--- config.mk ---
export PLATFORM = sky130hd
export DESIGN_NAME = lru_key_cache_directory_unit
export DESIGN_NICKNAME = d
export VERILOG_FILES = /design/src/lkc_pkg.sv /design/src/lkc_cell.sv /design/src/lru_key_cache_directory_unit.sv
export SDC_FILE = /design/constraint.sdc
export NUM_CORES = 2
export LEC_CHECK = 0
export BUFFER_PORTS_ARGS = -buffer_cell sky130_fd_sc_hd__buf_2
export CORE_ASPECT_RATIO = 1.1
export CORE_MARGIN = 5
export CORE_UTILIZATION = 30
export DETAILED_ROUTE_END_ITERATION = 8
export GPL_TIMING_DRIVEN = 1
export PLACE_DENSITY = 0.48
export SYNTH_ARGS = -nofsm -noshare
export SYNTH_HDL_FRONTEND = slang
export SYNTH_SLANG_ARGS = --single-unit
--- constraint.sdc ---
create_clock -name clk_i -period 5.3 [get_ports clk_i]
set_input_delay 0.53 -clock clk_i [delete_from_list [all_inputs] [get_ports clk_i]]
set_output_delay 0.53 -clock clk_i [all_outputs]
set_load 0.005 [all_outputs]
--- src/lkc_pkg.sv ---
// ----------------------------------------------------------------------------
// lkc_pkg: shared types and codes of the LRU key cache directory
// Widths, status and update codes, and the structs that pass along and
// across the row of directory cells.
// ----------------------------------------------------------------------------
package lkc_pkg;

  // Default directory depth
  localparam int unsigned LKC_ENTRIES = 16;
  // Index and rank width, sized for the largest supported depth (256)
  localparam int unsigned LKC_IDX_W   = 8;
  // Entry count width (0 .. 256)
  localparam int unsigned LKC_CNT_W   = LKC_IDX_W + 1;
  // Key is {frame, field}
  localparam int unsigned LKC_FRAME_W = 16;
  localparam int unsigned LKC_FIELD_W = 4;
  localparam int unsigned LKC_KEY_W   = LKC_FRAME_W + LKC_FIELD_W;

  // Result status codes
  localparam logic [1:0] ST_HIT    = 2'd0;
  localparam logic [1:0] ST_INSERT = 2'd1;
  localparam logic [1:0] ST_RANGE  = 2'd2;
  localparam logic [1:0] ST_NOLOAD = 2'd3;

  // Cell update operations
  localparam logic [1:0] OP_NONE   = 2'd0;
  localparam logic [1:0] OP_HIT    = 2'd1;
  localparam logic [1:0] OP_FLUSH  = 2'd2;
  localparam logic [1:0] OP_INSERT = 2'd3;

  // Configuration register indexes
  localparam logic [1:0] REG_WINDOW = 2'd0;
  localparam logic [1:0] REG_FRAMES = 2'd1;
  localparam logic [1:0] REG_FIELDS = 2'd2;

  // Per-item lookup context, broadcast to every cell while an item is in flight
  typedef struct packed {
    logic [LKC_KEY_W-1:0] key;      // requested key
    logic                 zero_w;   // window is zero: flush mode
    logic                 ev_on;    // window full: evict least recent
    logic [LKC_IDX_W-1:0] ev_rank;  // rank of the least recent entry
  } lkc_scan_t;

  // Scan token, handed from cell to cell once per cycle
  typedef struct packed {
    logic                 vld;
    logic                 hit;
    logic [LKC_IDX_W-1:0] hit_idx;
    logic [LKC_IDX_W-1:0] hit_rank;
    logic                 ev;
    logic [LKC_KEY_W-1:0] ev_key;
    logic                 free;
    logic [LKC_IDX_W-1:0] free_idx;
  } lkc_token_t;

  // State update command, broadcast to every cell
  typedef struct packed {
    logic [1:0]           op;
    logic [LKC_IDX_W-1:0] idx;      // hit entry or placement entry
    logic [LKC_IDX_W-1:0] rank;     // rank of the hit entry
    logic                 trim_en;  // window write: drop ranks >= trim_w
    logic [LKC_CNT_W-1:0] trim_w;
  } lkc_upd_t;

endpackage

--- src/lkc_cell.sv ---
// ----------------------------------------------------------------------------
// lkc_cell: one directory entry
// Holds key, valid, live and recency rank of one entry, folds its own
// match, eviction and free-entry status into the passing scan token, and
// applies broadcast update commands.
// ----------------------------------------------------------------------------
module lkc_cell #(
  parameter int unsigned INDEX = 0
) (
  input  logic               clk_i,
  input  logic               rst_ni,
  input  lkc_pkg::lkc_scan_t  ctl_i,
  input  lkc_pkg::lkc_upd_t   upd_i,
  input  lkc_pkg::lkc_token_t tok_i,
  output lkc_pkg::lkc_token_t tok_o
);
  import lkc_pkg::*;

  localparam logic [LKC_IDX_W-1:0] MyIdx = LKC_IDX_W'(INDEX);

  logic                 valid_q, valid_d;
  logic                 live_q, live_d;
  logic [LKC_IDX_W-1:0] rank_q, rank_d;
  logic [LKC_KEY_W-1:0] key_q, key_d;
  lkc_token_t           tok_q, tok_d;

  logic match, is_lru, ev_cand, free_cand, self_sel;

  // Local status of this entry for the current item
  assign match     = valid_q && live_q && (key_q == ctl_i.key);
  assign is_lru    = valid_q && ctl_i.ev_on && (rank_q == ctl_i.ev_rank);
  assign ev_cand   = ctl_i.zero_w ? valid_q : is_lru;
  assign free_cand = !valid_q || is_lru;
  assign self_sel  = (upd_i.idx == MyIdx);

  // Fold into the token: lowest index wins for each search
  always_comb begin
    tok_d = tok_i;
    if (!tok_i.hit && match) begin
      tok_d.hit      = 1'b1;
      tok_d.hit_idx  = MyIdx;
      tok_d.hit_rank = rank_q;
    end
    if (!tok_i.ev && ev_cand) begin
      tok_d.ev     = 1'b1;
      tok_d.ev_key = key_q;
    end
    if (!tok_i.free && free_cand) begin
      tok_d.free     = 1'b1;
      tok_d.free_idx = MyIdx;
    end
  end

  // Entry update
  always_comb begin
    valid_d = valid_q;
    live_d  = live_q;
    rank_d  = rank_q;
    key_d   = key_q;
    case (upd_i.op)
      OP_HIT: begin
        if (valid_q && (rank_q < upd_i.rank)) rank_d = rank_q + 1'b1;
        if (self_sel) rank_d = '0;
      end
      OP_FLUSH: begin
        valid_d = 1'b0;
        live_d  = 1'b0;
        // transient entry that can never hit
        if (INDEX == 0) begin
          valid_d = 1'b1;
          rank_d  = '0;
          key_d   = ctl_i.key;
        end
      end
      OP_INSERT: begin
        if (is_lru) begin
          valid_d = 1'b0;
          live_d  = 1'b0;
        end else if (valid_q) begin
          rank_d = rank_q + 1'b1;
        end
        if (self_sel) begin
          valid_d = 1'b1;
          live_d  = 1'b1;
          rank_d  = '0;
          key_d   = ctl_i.key;
        end
      end
      default: begin
      end
    endcase
    // window lowered: drop entries beyond it
    if (upd_i.trim_en && valid_q && (LKC_CNT_W'(rank_q) >= upd_i.trim_w)) begin
      valid_d = 1'b0;
      live_d  = 1'b0;
    end
  end

  always_ff @(posedge clk_i or negedge rst_ni) begin
    if (!rst_ni) begin
      valid_q <= 1'b0;
      live_q  <= 1'b0;
      rank_q  <= '0;
      tok_q   <= '0;
    end else begin
      valid_q <= valid_d;
      live_q  <= live_d;
      rank_q  <= rank_d;
      tok_q   <= tok_d;
    end
  end

  // key storage, meaningful only while valid
  always_ff @(posedge clk_i) begin
    key_q <= key_d;
  end

  assign tok_o = tok_q;

endmodule

--- src/lru_key_cache_directory_unit.sv ---
// ----------------------------------------------------------------------------
// lru_key_cache_directory_unit: fully associative LRU key directory
// A row of ENTRIES cells holds the keys; a scan token walks the row and the
// outcome is applied to all cells at once.
// ----------------------------------------------------------------------------
// Usage:
//   An item (frame_number_i, field_number_i, data_available_i) is taken at
//   a rising edge with start_i high and busy_o low. busy_o stays high until
//   the result has been produced.
//   The result (status, slot, evicted key, occupancy) is marked valid by
//   done_o, high for a single cycle; the receiver cannot stall.
//   The accepting edge launches the scan token, which moves one cell per
//   cycle along the cell row; when it leaves the last cell, the outcome is
//   applied to all cells and the result is registered with done_o.
//   One item is handled at a time.
//   Configuration: cfg_we_i writes cfg_wdata_i into register cfg_idx_i;
//   write only while idle, which the block does not enforce. A window
//   write trims the least recent entries beyond the new window at that edge.
//   Reset: directory empty, window 16, frame and field limits 0
//   (every lookup reports out of range until the limits are written).
// ----------------------------------------------------------------------------
module lru_key_cache_directory_unit #(
  parameter int unsigned ENTRIES = lkc_pkg::LKC_ENTRIES
) (
  input  logic        clk_i,
  input  logic        rst_ni,
  // item channel
  input  logic        start_i,
  output logic        busy_o,
  input  logic [15:0] frame_number_i,
  input  logic [3:0]  field_number_i,
  input  logic        data_available_i,
  // result channel
  output logic        done_o,
  output logic [1:0]  status_o,
  output logic [3:0]  slot_o,
  output logic        evicted_valid_o,
  output logic [15:0] evicted_frame_o,
  output logic [3:0]  evicted_field_o,
  output logic [4:0]  occupancy_o,
  // configuration
  input  logic        cfg_we_i,
  input  logic [1:0]  cfg_idx_i,
  input  logic [16:0] cfg_wdata_i
);
  import lkc_pkg::*;

  // configuration registers
  logic [4:0]  window_q;
  logic [16:0] frames_q;
  logic [4:0]  fields_q;

  // control
  logic                 busy_q;
  logic [LKC_CNT_W-1:0] held_q, held_d;
  lkc_token_t           tok0_q, tok0_d;

  // per-item context
  lkc_scan_t ctl_q;
  logic      avail_q, oor_q;

  // result registers
  logic                 done_q;
  logic [1:0]           status_q, status_d;
  logic [LKC_IDX_W-1:0] slot_q, slot_d;
  logic                 evv_q, evv_d;
  logic [LKC_KEY_W-1:0] evk_q, evk_d;

  logic                 accept;
  logic [LKC_CNT_W-1:0] w_eff, w_new;
  lkc_token_t           tok_w [ENTRIES+1];
  lkc_token_t           tok_last;
  lkc_upd_t             upd;

  assign accept = start_i && !busy_q;

  // Effective window, saturated to the depth
  assign w_eff = (32'(window_q) > ENTRIES) ? LKC_CNT_W'(ENTRIES)
                                            : LKC_CNT_W'(window_q);
  assign w_new = (32'(cfg_wdata_i[4:0]) > ENTRIES) ? LKC_CNT_W'(ENTRIES)
                                                    : LKC_CNT_W'(cfg_wdata_i[4:0]);

  // Configuration writes
  always_ff @(posedge clk_i or negedge rst_ni) begin
    if (!rst_ni) begin
      window_q <= 5'd16;
      frames_q <= '0;
      fields_q <= '0;
    end else if (cfg_we_i) begin
      case (cfg_idx_i)
        REG_WINDOW: window_q <= cfg_wdata_i[4:0];
        REG_FRAMES: frames_q <= cfg_wdata_i;
        REG_FIELDS: fields_q <= cfg_wdata_i[4:0];
        default: begin
        end
      endcase
    end
  end

  // Item capture: key, range check and eviction plan
  always_ff @(posedge clk_i) begin
    if (accept) begin
      ctl_q.key     <= {frame_number_i, field_number_i};
      ctl_q.zero_w  <= (w_eff == '0);
      ctl_q.ev_on   <= (w_eff != '0) && (held_q >= w_eff);
      ctl_q.ev_rank <= LKC_IDX_W'(held_q - 1'b1);
      avail_q       <= data_available_i;
      oor_q         <= ({1'b0, frame_number_i} >= frames_q) ||
                       ({1'b0, field_number_i} >= fields_q);
    end
  end

  // Fresh token, empty apart from its valid bit
  always_comb begin
    tok0_d     = '0;
    tok0_d.vld = accept;
  end

  // Token launch and busy flag
  always_ff @(posedge clk_i or negedge rst_ni) begin
    if (!rst_ni) begin
      busy_q <= 1'b0;
      tok0_q <= '0;
    end else begin
      tok0_q <= tok0_d;
      if (accept) busy_q <= 1'b1;
      else if (tok_last.vld) busy_q <= 1'b0;
    end
  end

  // Cell row
  assign tok_w[0] = tok0_q;
  for (genvar g = 0; g < ENTRIES; g++) begin : g_cell
    lkc_cell #(
      .INDEX(g)
    ) u_cell (
      .clk_i (clk_i),
      .rst_ni(rst_ni),
      .ctl_i (ctl_q),
      .upd_i (upd),
      .tok_i (tok_w[g]),
      .tok_o (tok_w[g+1])
    );
  end
  assign tok_last = tok_w[ENTRIES];

  // Outcome of a finished scan, and window trims
  always_comb begin
    status_d = ST_RANGE;
    slot_d   = '0;
    evv_d    = 1'b0;
    evk_d    = '0;
    held_d   = held_q;
    upd      = '0;
    upd.op   = OP_NONE;
    if (tok_last.vld) begin
      if (oor_q) begin
        status_d = ST_RANGE;
      end else if (tok_last.hit) begin
        status_d = ST_HIT;
        slot_d   = tok_last.hit_idx;
        upd.op   = OP_HIT;
        upd.idx  = tok_last.hit_idx;
        upd.rank = tok_last.hit_rank;
      end else if (!avail_q) begin
        status_d = ST_NOLOAD;
      end else if (ctl_q.zero_w) begin
        // flush, keep the new key as a transient entry
        status_d = ST_INSERT;
        evv_d    = tok_last.ev;
        evk_d    = tok_last.ev ? tok_last.ev_key : '0;
        held_d   = LKC_CNT_W'(1);
        upd.op   = OP_FLUSH;
      end else begin
        status_d = ST_INSERT;
        slot_d   = tok_last.free_idx;
        evv_d    = ctl_q.ev_on;
        evk_d    = ctl_q.ev_on ? tok_last.ev_key : '0;
        held_d   = held_q + LKC_CNT_W'(1) - LKC_CNT_W'(ctl_q.ev_on);
        upd.op   = OP_INSERT;
        upd.idx  = tok_last.free_idx;
      end
    end
    if (cfg_we_i && (cfg_idx_i == REG_WINDOW)) begin
      upd.trim_en = 1'b1;
      upd.trim_w  = w_new;
      if (held_q > w_new) held_d = w_new;
    end
  end

  always_ff @(posedge clk_i or negedge rst_ni) begin
    if (!rst_ni) begin
      held_q <= '0;
      done_q <= 1'b0;
    end else begin
      held_q <= held_d;
      done_q <= tok_last.vld;
    end
  end

  // Result payload
  always_ff @(posedge clk_i) begin
    if (tok_last.vld) begin
      status_q <= status_d;
      slot_q   <= slot_d;
      evv_q    <= evv_d;
      evk_q    <= evk_d;
    end
  end

  assign busy_o          = busy_q;
  assign done_o          = done_q;
  assign status_o        = status_q;
  assign slot_o          = slot_q[3:0];
  assign evicted_valid_o = evv_q;
  assign evicted_frame_o = evk_q[LKC_KEY_W-1:LKC_FIELD_W];
  assign evicted_field_o = evk_q[LKC_FIELD_W-1:0];
  assign occupancy_o     = held_q[4:0];

  // Checks
  a_held_bound: assert property (@(posedge clk_i) disable iff (!rst_ni)
    32'(held_q) <= ENTRIES)
    else $error("entry count beyond directory depth");

  a_scan_in_flight: assert property (@(posedge clk_i) disable iff (!rst_ni)
    tok_last.vld |-> busy_q)
    else $error("scan token finished with no item in flight");

  a_done_follows_scan: assert property (@(posedge clk_i) disable iff (!rst_ni)
    tok_last.vld |=> done_q && !busy_q)
    else $error("result not delivered after scan");

  a_insert_holds: assert property (@(posedge clk_i) disable iff (!rst_ni)
    done_q && (status_q == ST_INSERT) |-> held_q != '0)
    else $error("insert left directory empty");

endmodule
==> flow_metrics.env <==
export IMPL_status="completed"
export IMPL_core_area_um2=179000
export IMPL_setup_worst_path_start_class="flop"
export IMPL_synth_top_cell_by_area="dfrtp_1"
export IMPL_cts_setup_buffers=0
export IMPL_clk_latency_ns=0.77
export IMPL_ios=78
export IMPL_p_sw_w=0.00770
export IMPL_clk_pin_slew_ns=0.06
export IMPL_hold_viol=0
export IMPL_row_count=163
export IMPL_wl_per_cell_um=23.1
export IMPL_setup_slack_ns=0.753
export IMPL_worstPathMaxFanout=13
export IMPL_cts_made_buffers=132
export IMPL_holdBufCountCts=34
export IMPL_power_density_nw_per_um2=424
export IMPL_fin_skew_ns=0.0386
export IMPL_layout_drive_gt1_share=0.202
export IMPL_avgSynthCellArea_um2=12.8
export IMPL_clock_fmax_mhz=220
export IMPL_grt_overflow_total=0
export IMPL_cts_buffer_depth=3
export IMPL_worst_slew_pin_slew_ns=1.19
export IMPL_synth_top_family_by_area="simple AND/OR/NAND/NOR gates"
export IMPL_synthesis_nets=4497
export IMPL_cp_data_required_time_ns=5.90
export IMPL_gp_congestion=0.877
export IMPL_yosysTopAreaCellShare=0.368
export IMPL_syn_area_um2=53800
export IMPL_hold_path_class="in2reg"
export IMPL_die_h_um=454
export IMPL_path_class="reg2reg"
export IMPL_synth_edf_count=379
export IMPL_synthXorXnorAreaFrac=0.0814
export IMPL_syn_to_final_growth_pct=15.5
export IMPL_ctsResizeCount=0
export IMPL_peakVddDrop_mv=0.204
export IMPL_maxSlewViolCount=0
export IMPL_slowest_stage="nand2_1"
export IMPL_cts_htree_levels=4
export IMPL_finalCritPeriodShare=0.858
export IMPL_ys_ff_latch=1172
export IMPL_first_pass_iters=5
export IMPL_pwr_share_clk=0.347
export IMPL_die_area_um2=188000
export IMPL_ys_flop_type="dfrtp_1"
export IMPL_fp_dieW_um=414
export IMPL_yosys_warnings=0
export IMPL_totalWireLength_um=159000
export IMPL_synth_seq_area_share=0.580
export IMPL_synth_simple_gate_area_frac=0.118
export IMPL_path_cells="nor2b_1, and2_1, nand2_1, ha_1, a21o_1, a21o_1, a221o_1, a31oi_1, o2bb2ai_1, o311ai_0, o211ai_1"
export IMPL_arrival_ns=5.15
export IMPL_async_flop_share=0.677
export IMPL_synth_area_leaders="dfrtp_1 (37%), edfxtp_1 (21%), mux2_2 (8.3%)"
export IMPL_start_util=0.301
export IMPL_hpwl_um=111000
export IMPL_viasPerCell=4.86
export IMPL_maxSlewHeadroom=0.208
export IMPL_rsz0062_at_grt="false"
export IMPL_grt_antenna_before_repair=5
export IMPL_comb_power_share=0.192
export IMPL_drv_cap=0
export IMPL_vias=33566
export IMPL_switching_share=0.292
export IMPL_setup_viol=0
export IMPL_post_route_min_period_ns=4.55
export IMPL_fin_setup_tns_ns=0
export IMPL_cts_root_buf="clkbuf_16"
export IMPL_cts_tree="done"
export IMPL_grtUsageTotal=0.170
export IMPL_seq_power_share=0.461
export IMPL_internal_power_w=0.0187
export IMPL_grt_pass1_vias=35387
export IMPL_path_common_cell="a21o_1"
export IMPL_synthAdderAreaFrac=0.0591
export IMPL_cts_sinks=1172
export IMPL_muxShareOfSynthArea=0.0863
export IMPL_ant_nets=0
export IMPL_drc=0
export IMPL_place_ws_ns=0.940
export IMPL_max_stage_delay_ns=0.69
export IMPL_synth_distinct_cells=94
export IMPL_synth_compound_area_frac=0.0528
export IMPL_power_leakage_nw=25.9
export IMPL_port_buffers=77
export IMPL_fin_nets=4699
export IMPL_drt_iter0_markers=2394
export IMPL_grt_max_degree=136
export IMPL_worst_setup_path_end_kind="flop"
export IMPL_synthCells=4199
export IMPL_grt_pass1_wl_um=239000
## registers in the layout, summed over array words and instances, names as in the netlist, 2 cells and up
signal and flops:
ctl_q 30, fields_q 5, g_cell.u_cell.key_q 320, slot_q 4, frames_q 17, window_q 5, evk_q 20, g_cell.u_cell.rank_q 128
held_q 9, g_cell.u_cell.valid_q 16, g_cell.u_cell.tok_o 609, status_o 2
## stage by stage
stage	instances	area, um2	hold slack, ns	power (W)	utilization
after floorplan	4199	53800	0.234	0.0153	-
after CTS	6896	62200	0.00404	0.0268	0.348
final	6900	62200	0.0857	0.0264	0.348
after detailed placement	6624	57500	0.336	0.0174	0.322
after global routing	6898	62200	0.0424	0.0277	0.348
after global placement	6624	57500	0.333	0.0174	0.322
## critical path: cells and delay by family, from the launching register on
kind	cells	cell delay, ns
and+or+nand+nor	3	1.21
adders and majority gates	1	0.59
DFF	1	0.53
AOI/OAI and AO/OA	7	2.02
## cells in the mapped netlist, drive strengths merged, types with 13 or more instances
library cell,count
nand4,117
xnor2,335
clkbuf,72
and3,31
a21oi,134
or4,27
edfxtp,379
nand3,138
nor3,67
mux2,400
and2,71
mux2i,13
o211ai,24
ha,254
nor2,145
or3,16
xor2,165
or2,53
o31ai,23
o21ai,111
nand2b,94
dfrtp,792
buf,100
nand2,257
a31oi,21
nor2b,58
inv,76
a21o,40
nor4,59
## power groups by stage
stage                     Clock (W)  Sequential, W  Combinational (W)
final                       0.00913         0.0121            0.00507
after global routing        0.00979         0.0123            0.00562
after CTS                   0.00943         0.0122            0.00516
after detailed placement          0         0.0123            0.00510
after global placement            0         0.0124            0.00509
after floorplan                   0         0.0117            0.00361
## worst paths after layout
| check | startpoint | end | slack [ns] | cells after the start |
|---|---|---|---|---|
| max | oor_q | g_cell[0].u_cell.rank_q[7] | 0.75 | 11 |
| min | data_available_i | avail_q | 0.09 | 1 |
| max reg2reg | oor_q | g_cell[0].u_cell.rank_q[7] | 0.75 | 11 |
| min reg2reg | g_cell[11].u_cell.tok_o[47] | g_cell[12].u_cell.tok_o[47] | 0.35 | 0 |
| max in group asynchronous | rst_ni | g_cell[15].u_cell.tok_o[19] | 3.57 | 3 |
| min in group asynchronous | rst_ni | held_q[7] | 0.39 | 2 |
## metal layers
metal | GRT usage | share of wire | vias up
li1 | - | - | 15358
met1 | 0.231 | 0.45 | 17174
met2 | 0.277 | 0.47 | 739
met3 | 0.0245 | 0.041 | 293
met4 | 0.0624 | 0.037 | 2
met5 | 0 | 0.000075 | -
## cell usage in the layout, fill, tap and decap left out, types with 108 or more instances in the layout
| cell | count |
|---|---|
| mux2_2 | 398 |
| nand2_1 | 256 |
| nand4_1 | 116 |
| dfrtp_1 | 791 |
| edfxtp_1 | 379 |
| a21oi_1 | 132 |
| clkbuf_16 | 135 |
| buf_4 | 116 |
| nor2_1 | 116 |
| xnor2_1 | 335 |
| xor2_1 | 165 |
| o21ai_0 | 108 |
| nand3_1 | 131 |
| ha_1 | 254 |
## layout make-up
cell class                      instances  area [um2]
Antenna cell                            3        7.51
Clock buffer                          201        3800
Clock inverter                         37         514
Fill cell                           17545      117000
Inverter                               77         289
Multi-Input combinational cell       2778       21500
Sequential cell                      1172       31200
Tap cell                             2392        2990
Timing Repair Buffer                  240        1850
## logic make-up (layout without fill, tap and decap cells)
group / after synthesis / after routing
muxes: 413 / 413
DFF: 1172 / 1172
AOI/OAI and AO/OA: 441 / 441
and+or+nand+nor: 1170 / 1170
buffers and inverters: 249 / 555
adders and majority gates: 254 / 254
xor gates and xnor gates: 500 / 500
other: 0 / 3
No activity file was read; power rests on OpenSTA's default activity.
